**src/design/vgm_pkg.sv**
```systemverilog
// Shared types and constants for the VGM command stream decoder.
package vgm_pkg;

   // Result kinds
   localparam logic [2:0] KIND_PSG  = 3'd0;
   localparam logic [2:0] KIND_FM   = 3'd1;
   localparam logic [2:0] KIND_WAIT = 3'd2;
   localparam logic [2:0] KIND_END  = 3'd3;
   localparam logic [2:0] KIND_ERR  = 3'd4;

   // Command bytes
   localparam logic [7:0] CMD_PSG       = 8'h50;
   localparam logic [7:0] CMD_FM        = 8'h51;
   localparam logic [7:0] CMD_WAIT_N    = 8'h61;
   localparam logic [7:0] CMD_WAIT_NTSC = 8'h62;
   localparam logic [7:0] CMD_WAIT_PAL  = 8'h63;
   localparam logic [7:0] CMD_END       = 8'h66;
   localparam logic [7:0] CMD_SKIP1     = 8'h4f;
   localparam logic [7:0] CMD_SHORT_LO  = 8'h6f;
   localparam logic [7:0] CMD_SHORT_HI  = 8'h80;

   // samples / 735 == (samples * 91305) >> 26 for any 16-bit sample count
   localparam int unsigned SAMPLES_PER_FRAME = 735;
   localparam int unsigned RECIP_SHIFT       = 26;
   localparam logic [16:0] RECIP_735         = 17'd91305;

   localparam logic [31:0] DATA_SIZE_RESET = 32'hFFFF_FFFF;

   typedef struct packed {
      logic [2:0] kind;
      logic [7:0] fm_register;
      logic [7:0] data_value;
      logic [6:0] wait_frames;
   } rsp_word_type;

   typedef struct packed {
      logic       valid;
      logic [7:0] stream_byte;
   } req_word_type;

endpackage

```
**src/design/vgm_in_stage.sv**
```systemverilog
// Input register stage: holds one stream byte until the decoder takes it.
module vgm_in_stage (
   input  logic                  clock,
   input  logic                  reset,
   input  logic                  req_valid,
   output logic                  req_ready,
   input  logic [7:0]            req_stream_byte,
   input  logic                  take,
   output vgm_pkg::req_word_type word_out
);
   import vgm_pkg::*;

   logic       valid_ff, valid_in;
   logic [7:0] byte_ff, byte_in;
   logic       load;

   assign req_ready = !valid_ff || take;
   assign load      = req_valid && req_ready;

   always_comb begin
      valid_in = valid_ff;
      byte_in  = byte_ff;
      if (load) begin
         valid_in = 1'b1;
         byte_in  = req_stream_byte;
      end else if (take) begin
         valid_in = 1'b0;
      end
   end

   always_ff @(posedge clock) begin
      if (reset) begin
         valid_ff <= 1'b0;
      end else begin
         valid_ff <= valid_in;
      end
      byte_ff <= byte_in;
   end

   assign word_out.valid       = valid_ff;
   assign word_out.stream_byte = byte_ff;

endmodule

```
**src/design/vgm_decode_core.sv**
```systemverilog
// Command decode state, data size register and result register.
module vgm_decode_core (
   input  logic                  clock,
   input  logic                  reset,
   input  logic                  csr_wr_en,
   input  logic [31:0]           csr_wr_data,
   input  vgm_pkg::req_word_type word_in,
   output logic                  take,
   output logic                  rsp_valid,
   input  logic                  rsp_ready,
   output vgm_pkg::rsp_word_type rsp_word
);
   import vgm_pkg::*;

   typedef enum logic [2:0] {
      PH_CMD     = 3'd0,
      PH_PSG     = 3'd1,
      PH_FM_REG  = 3'd2,
      PH_FM_DATA = 3'd3,
      PH_WAIT_LO = 3'd4,
      PH_WAIT_HI = 3'd5,
      PH_SKIP    = 3'd6
   } phase_type;

   phase_type    phase_ff, phase_in;
   logic [7:0]   held_reg_ff, held_reg_in;
   logic [7:0]   held_lo_ff, held_lo_in;
   logic [31:0]  count_ff, count_in;
   logic         stopped_ff, stopped_in;
   logic [31:0]  data_size_ff;
   logic         out_valid_ff, out_valid_in;
   rsp_word_type out_ff, out_in;

   logic [7:0]   b;
   logic [15:0]  samples;
   logic [32:0]  prod;
   logic [6:0]   frames;
   logic         emit;
   rsp_word_type res;

   assign take = word_in.valid && (!out_valid_ff || rsp_ready);
   assign b    = word_in.stream_byte;

   assign samples = {b, held_lo_ff};
   assign prod    = {17'd0, samples} * {16'd0, RECIP_735};
   assign frames  = prod[32:RECIP_SHIFT] + 7'd1;

   always_comb begin
      phase_in    = phase_ff;
      held_reg_in = held_reg_ff;
      held_lo_in  = held_lo_ff;
      count_in    = count_ff;
      stopped_in  = stopped_ff;
      emit        = 1'b0;
      res         = '0;

      if (take && !stopped_ff) begin
         if (count_ff >= data_size_ff) begin
            stopped_in = 1'b1;
            emit       = 1'b1;
            res.kind   = KIND_END;
         end else begin
            phase_in = PH_CMD;
            case (phase_ff)
               PH_PSG: begin
                  count_in       = count_ff + 32'd2;
                  emit           = 1'b1;
                  res.kind       = KIND_PSG;
                  res.data_value = b;
               end
               PH_FM_REG: begin
                  held_reg_in = b;
                  phase_in    = PH_FM_DATA;
               end
               PH_FM_DATA: begin
                  count_in        = count_ff + 32'd3;
                  emit            = 1'b1;
                  res.kind        = KIND_FM;
                  res.fm_register = held_reg_ff;
                  res.data_value  = b;
               end
               PH_WAIT_LO: begin
                  held_lo_in = b;
                  phase_in   = PH_WAIT_HI;
               end
               PH_WAIT_HI: begin
                  count_in        = count_ff + 32'd3;
                  emit            = 1'b1;
                  res.kind        = KIND_WAIT;
                  res.wait_frames = frames;
               end
               PH_SKIP: begin
                  count_in = count_ff + 32'd2;
               end
               default: begin
                  // command byte; the unused phase code lands here too
                  case (b)
                     CMD_PSG:    phase_in = PH_PSG;
                     CMD_FM:     phase_in = PH_FM_REG;
                     CMD_WAIT_N: phase_in = PH_WAIT_LO;
                     CMD_SKIP1:  phase_in = PH_SKIP;
                     CMD_WAIT_NTSC, CMD_WAIT_PAL: begin
                        count_in        = count_ff + 32'd1;
                        emit            = 1'b1;
                        res.kind        = KIND_WAIT;
                        res.wait_frames = 7'd1;
                     end
                     CMD_END: begin
                        stopped_in = 1'b1;
                        emit       = 1'b1;
                        res.kind   = KIND_END;
                     end
                     default: begin
                        if (b > CMD_SHORT_LO && b < CMD_SHORT_HI) begin
                           count_in = count_ff + 32'd1;
                        end else begin
                           stopped_in     = 1'b1;
                           emit           = 1'b1;
                           res.kind       = KIND_ERR;
                           res.data_value = b;
                        end
                     end
                  endcase
               end
            endcase
         end
      end

      out_in = out_ff;
      if (emit) begin
         out_valid_in = 1'b1;
         out_in       = res;
      end else begin
         out_valid_in = out_valid_ff && !rsp_ready;
      end
   end

   always_ff @(posedge clock) begin
      if (reset) begin
         phase_ff     <= PH_CMD;
         held_reg_ff  <= 8'd0;
         held_lo_ff   <= 8'd0;
         count_ff     <= 32'd0;
         stopped_ff   <= 1'b0;
         data_size_ff <= DATA_SIZE_RESET;
         out_valid_ff <= 1'b0;
      end else begin
         phase_ff     <= phase_in;
         held_reg_ff  <= held_reg_in;
         held_lo_ff   <= held_lo_in;
         count_ff     <= count_in;
         stopped_ff   <= stopped_in;
         out_valid_ff <= out_valid_in;
         if (csr_wr_en) begin
            data_size_ff <= csr_wr_data;
         end
      end
      out_ff <= out_in;
   end

   assign rsp_valid = out_valid_ff;
   assign rsp_word  = out_ff;

endmodule

```
**src/design/vgm_command_stream_decoder.sv**
```systemverilog
// VGM command stream decoder: one stream byte per word, at most one result per command.
// Throughput is one stream byte per clock cycle with no bubbles while the result register
// is not stalled; a byte is decoded out of the input register into the result register,
// which offers any result word that it yields. A stall on rsp_ready holds the result
// register and backs up into the input register, so req_ready drops only when both hold a
// word.
module vgm_command_stream_decoder (
   input  logic        clock,
   input  logic        reset,
   input  logic        csr_wr_en,
   input  logic [31:0] csr_wr_data,
   input  logic        req_valid,
   output logic        req_ready,
   input  logic [7:0]  req_stream_byte,
   output logic        rsp_valid,
   input  logic        rsp_ready,
   output logic [2:0]  rsp_kind,
   output logic [7:0]  rsp_fm_register,
   output logic [7:0]  rsp_data_value,
   output logic [6:0]  rsp_wait_frames
);
   import vgm_pkg::*;

   req_word_type req_word;
   rsp_word_type rsp_word;
   logic         take;

   vgm_in_stage u_in_stage (
      .clock           (clock),
      .reset           (reset),
      .req_valid       (req_valid),
      .req_ready       (req_ready),
      .req_stream_byte (req_stream_byte),
      .take            (take),
      .word_out        (req_word)
   );

   vgm_decode_core u_decode_core (
      .clock       (clock),
      .reset       (reset),
      .csr_wr_en   (csr_wr_en),
      .csr_wr_data (csr_wr_data),
      .word_in     (req_word),
      .take        (take),
      .rsp_valid   (rsp_valid),
      .rsp_ready   (rsp_ready),
      .rsp_word    (rsp_word)
   );

   assign rsp_kind        = rsp_word.kind;
   assign rsp_fm_register = rsp_word.fm_register;
   assign rsp_data_value  = rsp_word.data_value;
   assign rsp_wait_frames = rsp_word.wait_frames;

endmodule

```
**config.mk**
```make
export PLATFORM = sky130hd
export DESIGN_NAME = vgm_command_stream_decoder
export DESIGN_NICKNAME = d
export VERILOG_FILES = /design/src/design/vgm_pkg.sv /design/src/design/vgm_in_stage.sv /design/src/design/vgm_decode_core.sv /design/src/design/vgm_command_stream_decoder.sv
export SDC_FILE = /design/constraint.sdc
export NUM_CORES = 1
export LEC_CHECK = 0
export ABC_AREA = 1
export BUFFER_PORTS_ARGS = -buffer_cell sky130_fd_sc_hd__buf_2
export CORE_MARGIN = 4
export CORE_UTILIZATION = 34
export DETAILED_ROUTE_END_ITERATION = 12
export GPL_TIMING_DRIVEN = 0
export PLACE_DENSITY = 0.51
export SKIP_CTS_REPAIR_TIMING = 1
export SYNTH_ARGS = -nofsm -noshare
export SYNTH_HDL_FRONTEND = slang
export SYNTH_SLANG_ARGS = --single-unit
```
**constraint.sdc**
```tcl
create_clock -name clock -period 5.6 [get_ports clock]
set_input_delay 0.84 -clock clock [delete_from_list [all_inputs] [get_ports clock]]
set_output_delay 0.84 -clock clock [all_outputs]
set_load 0.05 [all_outputs]
```
**After elaboration in Yosys (flattened, before gate mapping)**

Cells that the tools add are included.

- Register bits after elaboration: 120
- Word-level logic and storage cells: 106

- $add $sub $neg: 4
- Multiply operators: 1
- $lt $le $gt $ge: 3
- Equal/unequal tests: 17
- Muxes and demuxes: 26
- Bitwise operators: 4
- Reductions and logical operators: 37

Operators by type and width:

| operator | count |
|---|---|
| $pmux 32 s3 | 1 |
| $add 32x2->32 const B | 2 |
| $pmux 32 s2 | 1 |
| $eq 8x7->1 const B | 7 |
| $mul 16x17->33 const B | 1 |
| $add 32x1->32 const B | 1 |
| $ge 32x32->1 | 1 |
| $mux 32 | 1 |
| $pmux 3 s3 | 3 |
| $mux 8 | 2 |
| $pmux 8 s2 | 1 |
| $reduce_or 4->1 | 4 |
| $pmux 7 s2 | 1 |
| $pmux 3 s4 | 1 |
| $reduce_or 2->1 | 6 |
| $reduce_or 3->1 | 4 |
| $reduce_or 6->1 | 2 |
| $mux 1 | 10 |
| $reduce_or 5->1 | 2 |
| $eq 3x3->1 const B | 3 |
| $gt 8x7->1 const B | 1 |
| $lt 8x8->1 const B | 1 |
| $add 7x1->7 const B | 1 |
| $reduce_or 7->1 | 1 |
| 18 further kinds | 34 |

**Longest topological paths before layout**

- Word-level depth: 8
- Gate-level depth with buffers: 29
- Mapped depth without buffers: 29

**Hierarchy**

Synthesis repeated with hierarchy kept, for this count alone.

- Cell total of the unflattened synthesis: 1625
- Area total of the unflattened synthesis: 11936.4 um2

Modules (own cells, without submodules):

| module | instances | cells an instance | area an instance (um2) | seq. area each (um2) |
|---|---|---|---|---|
| vgm_decode_core | 1 | 1610 | 11641.2 | 2482.4 |
| vgm_in_stage | 1 | 15 | 295.3 | 260.2 |

**Worst setup path before layout**

Ideal clock, no wire load.

- Kind: reg-to-reg
- Start: reg u_in_stage.byte_ff[5]
- End: reg u_decode_core.out_ff, in the netlist u_decode_core.rsp_word[6] (data pin)
- Library setup time: 0.255 ns
- Data arrival time: 4.946 ns
- Data required time: 5.345 ns
- Setup slack: 0.399 ns
- Cell stages (with the launch flop): 24
- Period minus slack after synthesis: 5.201 ns
- Cells stage by stage: edfxtp_1 -> ha_1 -> fa_1 -> fa_1 -> fa_1 -> fa_1 -> inv_1 -> fa_1 -> inv_1 -> ha_1 -> nand2_1 -> nor2_1 -> nand2_1 -> nor2_1 -> nand3_1 -> nand3_1 -> nand2_1 -> nand2_1 -> ha_1 -> nand3_1 -> nor2_1 -> nand3_1 -> nand2_1 -> nor2_1

- Word-level cells in the longest chain between the ends: 3

RTL lines:

| element | line | source |
|---|---|---|
| start, declared | vgm_in_stage.sv:14 | `logic [7:0] byte_ff, byte_in;` |
| start signal, assigned | vgm_in_stage.sv:37 | `byte_ff <= byte_in;` |
| $mul 16x17->33 | vgm_decode_core.sv:45 | `assign prod = {17'd0, samples} * {16'd0, RECIP_735};` |
| $add 7x1->7 | vgm_decode_core.sv:46 | `assign frames = prod[32:RECIP_SHIFT] + 7'd1;` |
| $pmux 7 s2 | vgm_decode_core.sv:64 | `case (phase_ff)` |
| end signal, assigned | vgm_decode_core.sv:158 | `out_ff <= out_in;` |
| end, declared | vgm_decode_core.sv:32 | `rsp_word_type out_ff, out_in;` |

Every way passes these cells.
A chain may end at the register's enable or synchronous reset.

**Worst setup path after layout**

- Start: reg u_in_stage.byte_ff[7]
- End: reg u_decode_core.out_ff, in the netlist u_decode_core.rsp_word[6] (data pin)

The elaborated chain is that of the path after synthesis.

==> reports/results.ini <==
[logic_synthesis]
synth-edff-count = 34
netlist_top_cells_area = ha_1 (19%), dfxtp_1 (15%), nand2_1 (14%)
ys.flop_type = dfxtp_1
synth_nets = 1917
async_reset_ff_share_pct = 0
yosys_warnings = 0
synth_most_common_cell = nand2_1
netlist.area_leader.share_pct = 18.9
synth_area_mm2 = 0.0119
synth-seq-cells = 120
syn_avg_cell_area_um2 = 7.29
syn_inst = 1625
synth_cell_types = 42
yosys.area.top_type = ha_1
seq_area_frac_synth_pct = 23.1
synthTopCellsByCount = nand2_1 (442), inv_1 (292), ha_1 (179)

[floorplan]
die_h_um = 195
die_w_um = 195
io_pins = 73
coreArea_mm2 = 0.0345
fp-row-count = 68
die_area_mm2 = 0.0379
start_util_pct = 34.4

[detailed_routing]
drt-wirelength-per-cell_um = 14.9
routed_via_density = 4.64
drcViolationCount = 0
vias = 10300
ant_nets = 0
dr.pass1.iters = 5
drt-total-wl_um = 33100
drt-initial-drc-count = 444

[worst_setup_path]
path_delay_family = adder cells
max_stage_delay_ns = 0.55
crit_top_cell = fa_1
timing.rr.start = u_in_stage.byte_ff[7]
rr_worst_depth = 23
worstSetupStartpointType = flop
arrival_ns = 5.55
required_ns = 5.78
critPathKind = flop to flop
cp-startpoint = u_in_stage.byte_ff[7]
regToRegEndpoint = u_decode_core.rsp_word[6]
worst_setup_path_end_kind = flop
ff2ff_setup_slack_ns = 0.24
path_max_fanout = 5
cp_num_cells = 23
crit_buf_inv = 2
cpMaxStageDelayCell = fa_1
cp-endpoint = u_decode_core.rsp_word[6]
worstPathCellList = ha_4 -> fa_1 -> fa_1 -> fa_1 -> fa_1 -> inv_1 -> fa_1 -> inv_1 -> ha_4 -> nand2_4 -> nor2_2 -> nand2_2 -> nor2_4 -> nand3_2 -> nand3_1 -> nand2_1 -> nand2_4 -> ha_4 -> nand3_2 -> nor2_2 -> nand3_1 -> nand2_1 -> nor2_1

[timing]
final_max_slew_viol_count = 0
min_period_ns = 5.36
post-route-period-util_pct = 95.8
relSlewSlack_pct = 23.2
setup_viol = 0
hold_viol = 0
fin_skew_ns = 0.0154
max_freq_mhz = 186
worstMarginPinSlew_ns = 1.15
fin_ws_ns = 0.236

[power]
fin_total_pwr_uw = 3440
p_comb_share_pct = 41.9
p_switching_uw = 1410
pwr-share-clk_pct = 30.8
p_int_uw = 2030
power.share.sequential_pct = 27.3
p_leak_uw = 0.00712
p_per_area_mw_per_mm2 = 250
irDropWorstVdd_mv = 0.219
power_switching_share_pct = 40.9

[finish]
layoutNonFillerInstCount = 2216
nets = 2040
fill_cells = 3647
diodes = 0
final_layout_size_suffix_gt1_share_pct = 11.8
fin_util_pct = 39.9
fin_area_mm2 = 0.0137
synthToLayoutAreaGrowth_pct = 16.0

[global_route]
grt_pass1_wl_um = 54000
grt_max_degree = 27
track_usage_pct = 17.7
grt_pass1_vias = 10300
antenna_found_initial = 0
overflow = 0

[placement]
hpwl_um = 27500
dp_cells = 2151
placed_cell_area_mm2 = 0.0128
gp_congestion = 0.926
io_buffer_count = 71
post-place-ws_ns = -0.348

[clock_tree]
clockBufferDepth = 2
worstSkewPairLatency_ns = 0.43
cts_max_level = 4
root_buffer = clkbuf_16
cts_tree = yes
cts_buffers = 17
clk_pin_slew_worst_paths_ns = 0.06
cts_sinks = 120

[min_path]
hp-class = flop to flop

[flow_run]
cap_violations = 0

[outcome]
status = finished clean

-- metrics by stage --
step,hold slack [ns],TNS [ns]
2_1_floorplan,0.430,0
3_3_place_gp,0.440,-1.00
3_5_place_dp,0.445,-1.00
4_1_cts,0.455,-1.25
5_1_grt,0.497,-0.0511
6_report,0.452,0
-- layout make-up --
type,instances,area (um2),area share [%]
sequential,120,2760,20.0
clock inverter,15,134,0.974
multi-input combinational,1174,7960,57.9
inverter,298,1120,8.14
buffer,33,184,1.34
clock buffer,17,425,3.09
timing repair buffer,104,607,4.41
tap,455,569,4.14
-- how the worst min path moves through the flow --
stage	slack [ns]	start	endpoint	depth (start not counted)
floorplan	0.43	u_decode_core.stopped_ff	u_decode_core.stopped_ff	2
global placement	0.44	u_decode_core.stopped_ff	u_decode_core.stopped_ff	2
detailed placement	0.45	u_decode_core.stopped_ff	u_decode_core.stopped_ff	2
CTS	0.45	u_decode_core.stopped_ff	u_decode_core.stopped_ff	2
global route	0.50	u_decode_core.data_size_ff[31]	u_decode_core.data_size_ff[31]	2
finish	0.45	u_decode_core.stopped_ff	u_decode_core.stopped_ff	2
-- layout by cell type (no fill, tap or decap), types with 4 or more instances in the layout --
cell / count
dfxtp_1: 79
nand2_2: 5
clkbuf_1: 15
buf_6: 7
a21oi_2: 7
fa_1: 68
inv_2: 6
dfxtp_2: 5
ha_4: 6
buf_4: 34
nand2_1: 435
xor2_1: 36
inv_6: 8
o21ai_1: 7
nand4_1: 15
edfxtp_1: 34
nor3_1: 29
clkbuf_16: 17
inv_1: 292
nor2_2: 11
ha_1: 172
a21oi_1: 94
buf_1: 4
o21ai_0: 53
buf_2: 74
nand3_1: 46
nor2_1: 151
xnor2_1: 8
-- power groups by stage --
stage	registers (uW)	clock network (uW)	logic [uW]
2_1_floorplan	987	0	909
3_3_place_gp	967	0	1250
3_5_place_dp	968	0	1260
4_1_cts	948	1090	1280
5_1_grt	943	1130	1650
6_report	940	1060	1440
-- cell families after synthesis --
kind of cell / after synthesis / share of synthesized area, %
and+or+nand+nor: 711 / 24.5
adders and majority gates: 247 / 30.4
AOI/OAI and AO/OA: 172 / 7.77
xor gates and xnor gates: 44 / 3.25
buffers and inverters: 331 / 11.0
DFF: 120 / 23.1
-- sequential cells by signal, indices dropped and copies added (netlist names) --
register                    count
u_decode_core.held_lo_ff        8
u_decode_core.rsp_valid         1
u_decode_core.phase_ff          3
u_decode_core.rsp_word         26
u_in_stage.valid_ff             1
u_decode_core.held_reg_ff       8
u_decode_core.data_size_ff     32
u_in_stage.byte_ff              8
u_decode_core.stopped_ff        1
u_decode_core.count_ff         32
-- routing by layer --
metal / vias to the layer above / routed length [um] / track usage [%]
li1: 5352 / - / -
met1: 4726 / 16400 / 25.0
met2: 174 / 14800 / 28.2
met3: 33 / 1270 / 2.91
met4: 0 / 597 / 4.95
met5: - / 0 / 0
-- worst reg2reg max path, stage by stage (launching register included) --
cell      delay, ns
edfxtp_1       0.47
ha_4           0.23
fa_1           0.50
fa_1           0.54
fa_1           0.52
fa_1           0.51
inv_1          0.06
fa_1           0.55
inv_1          0.07
ha_4           0.29
nand2_4        0.07
nor2_2         0.15
nand2_2        0.09
nor2_4         0.12
nand3_2        0.10
nand3_1        0.10
nand2_1        0.08
nand2_4        0.10
ha_4           0.15
nand3_2        0.11
nor2_2         0.14
nand3_1        0.07
nand2_1        0.06
nor2_1         0.04
(Power assumes the default switching activity.)
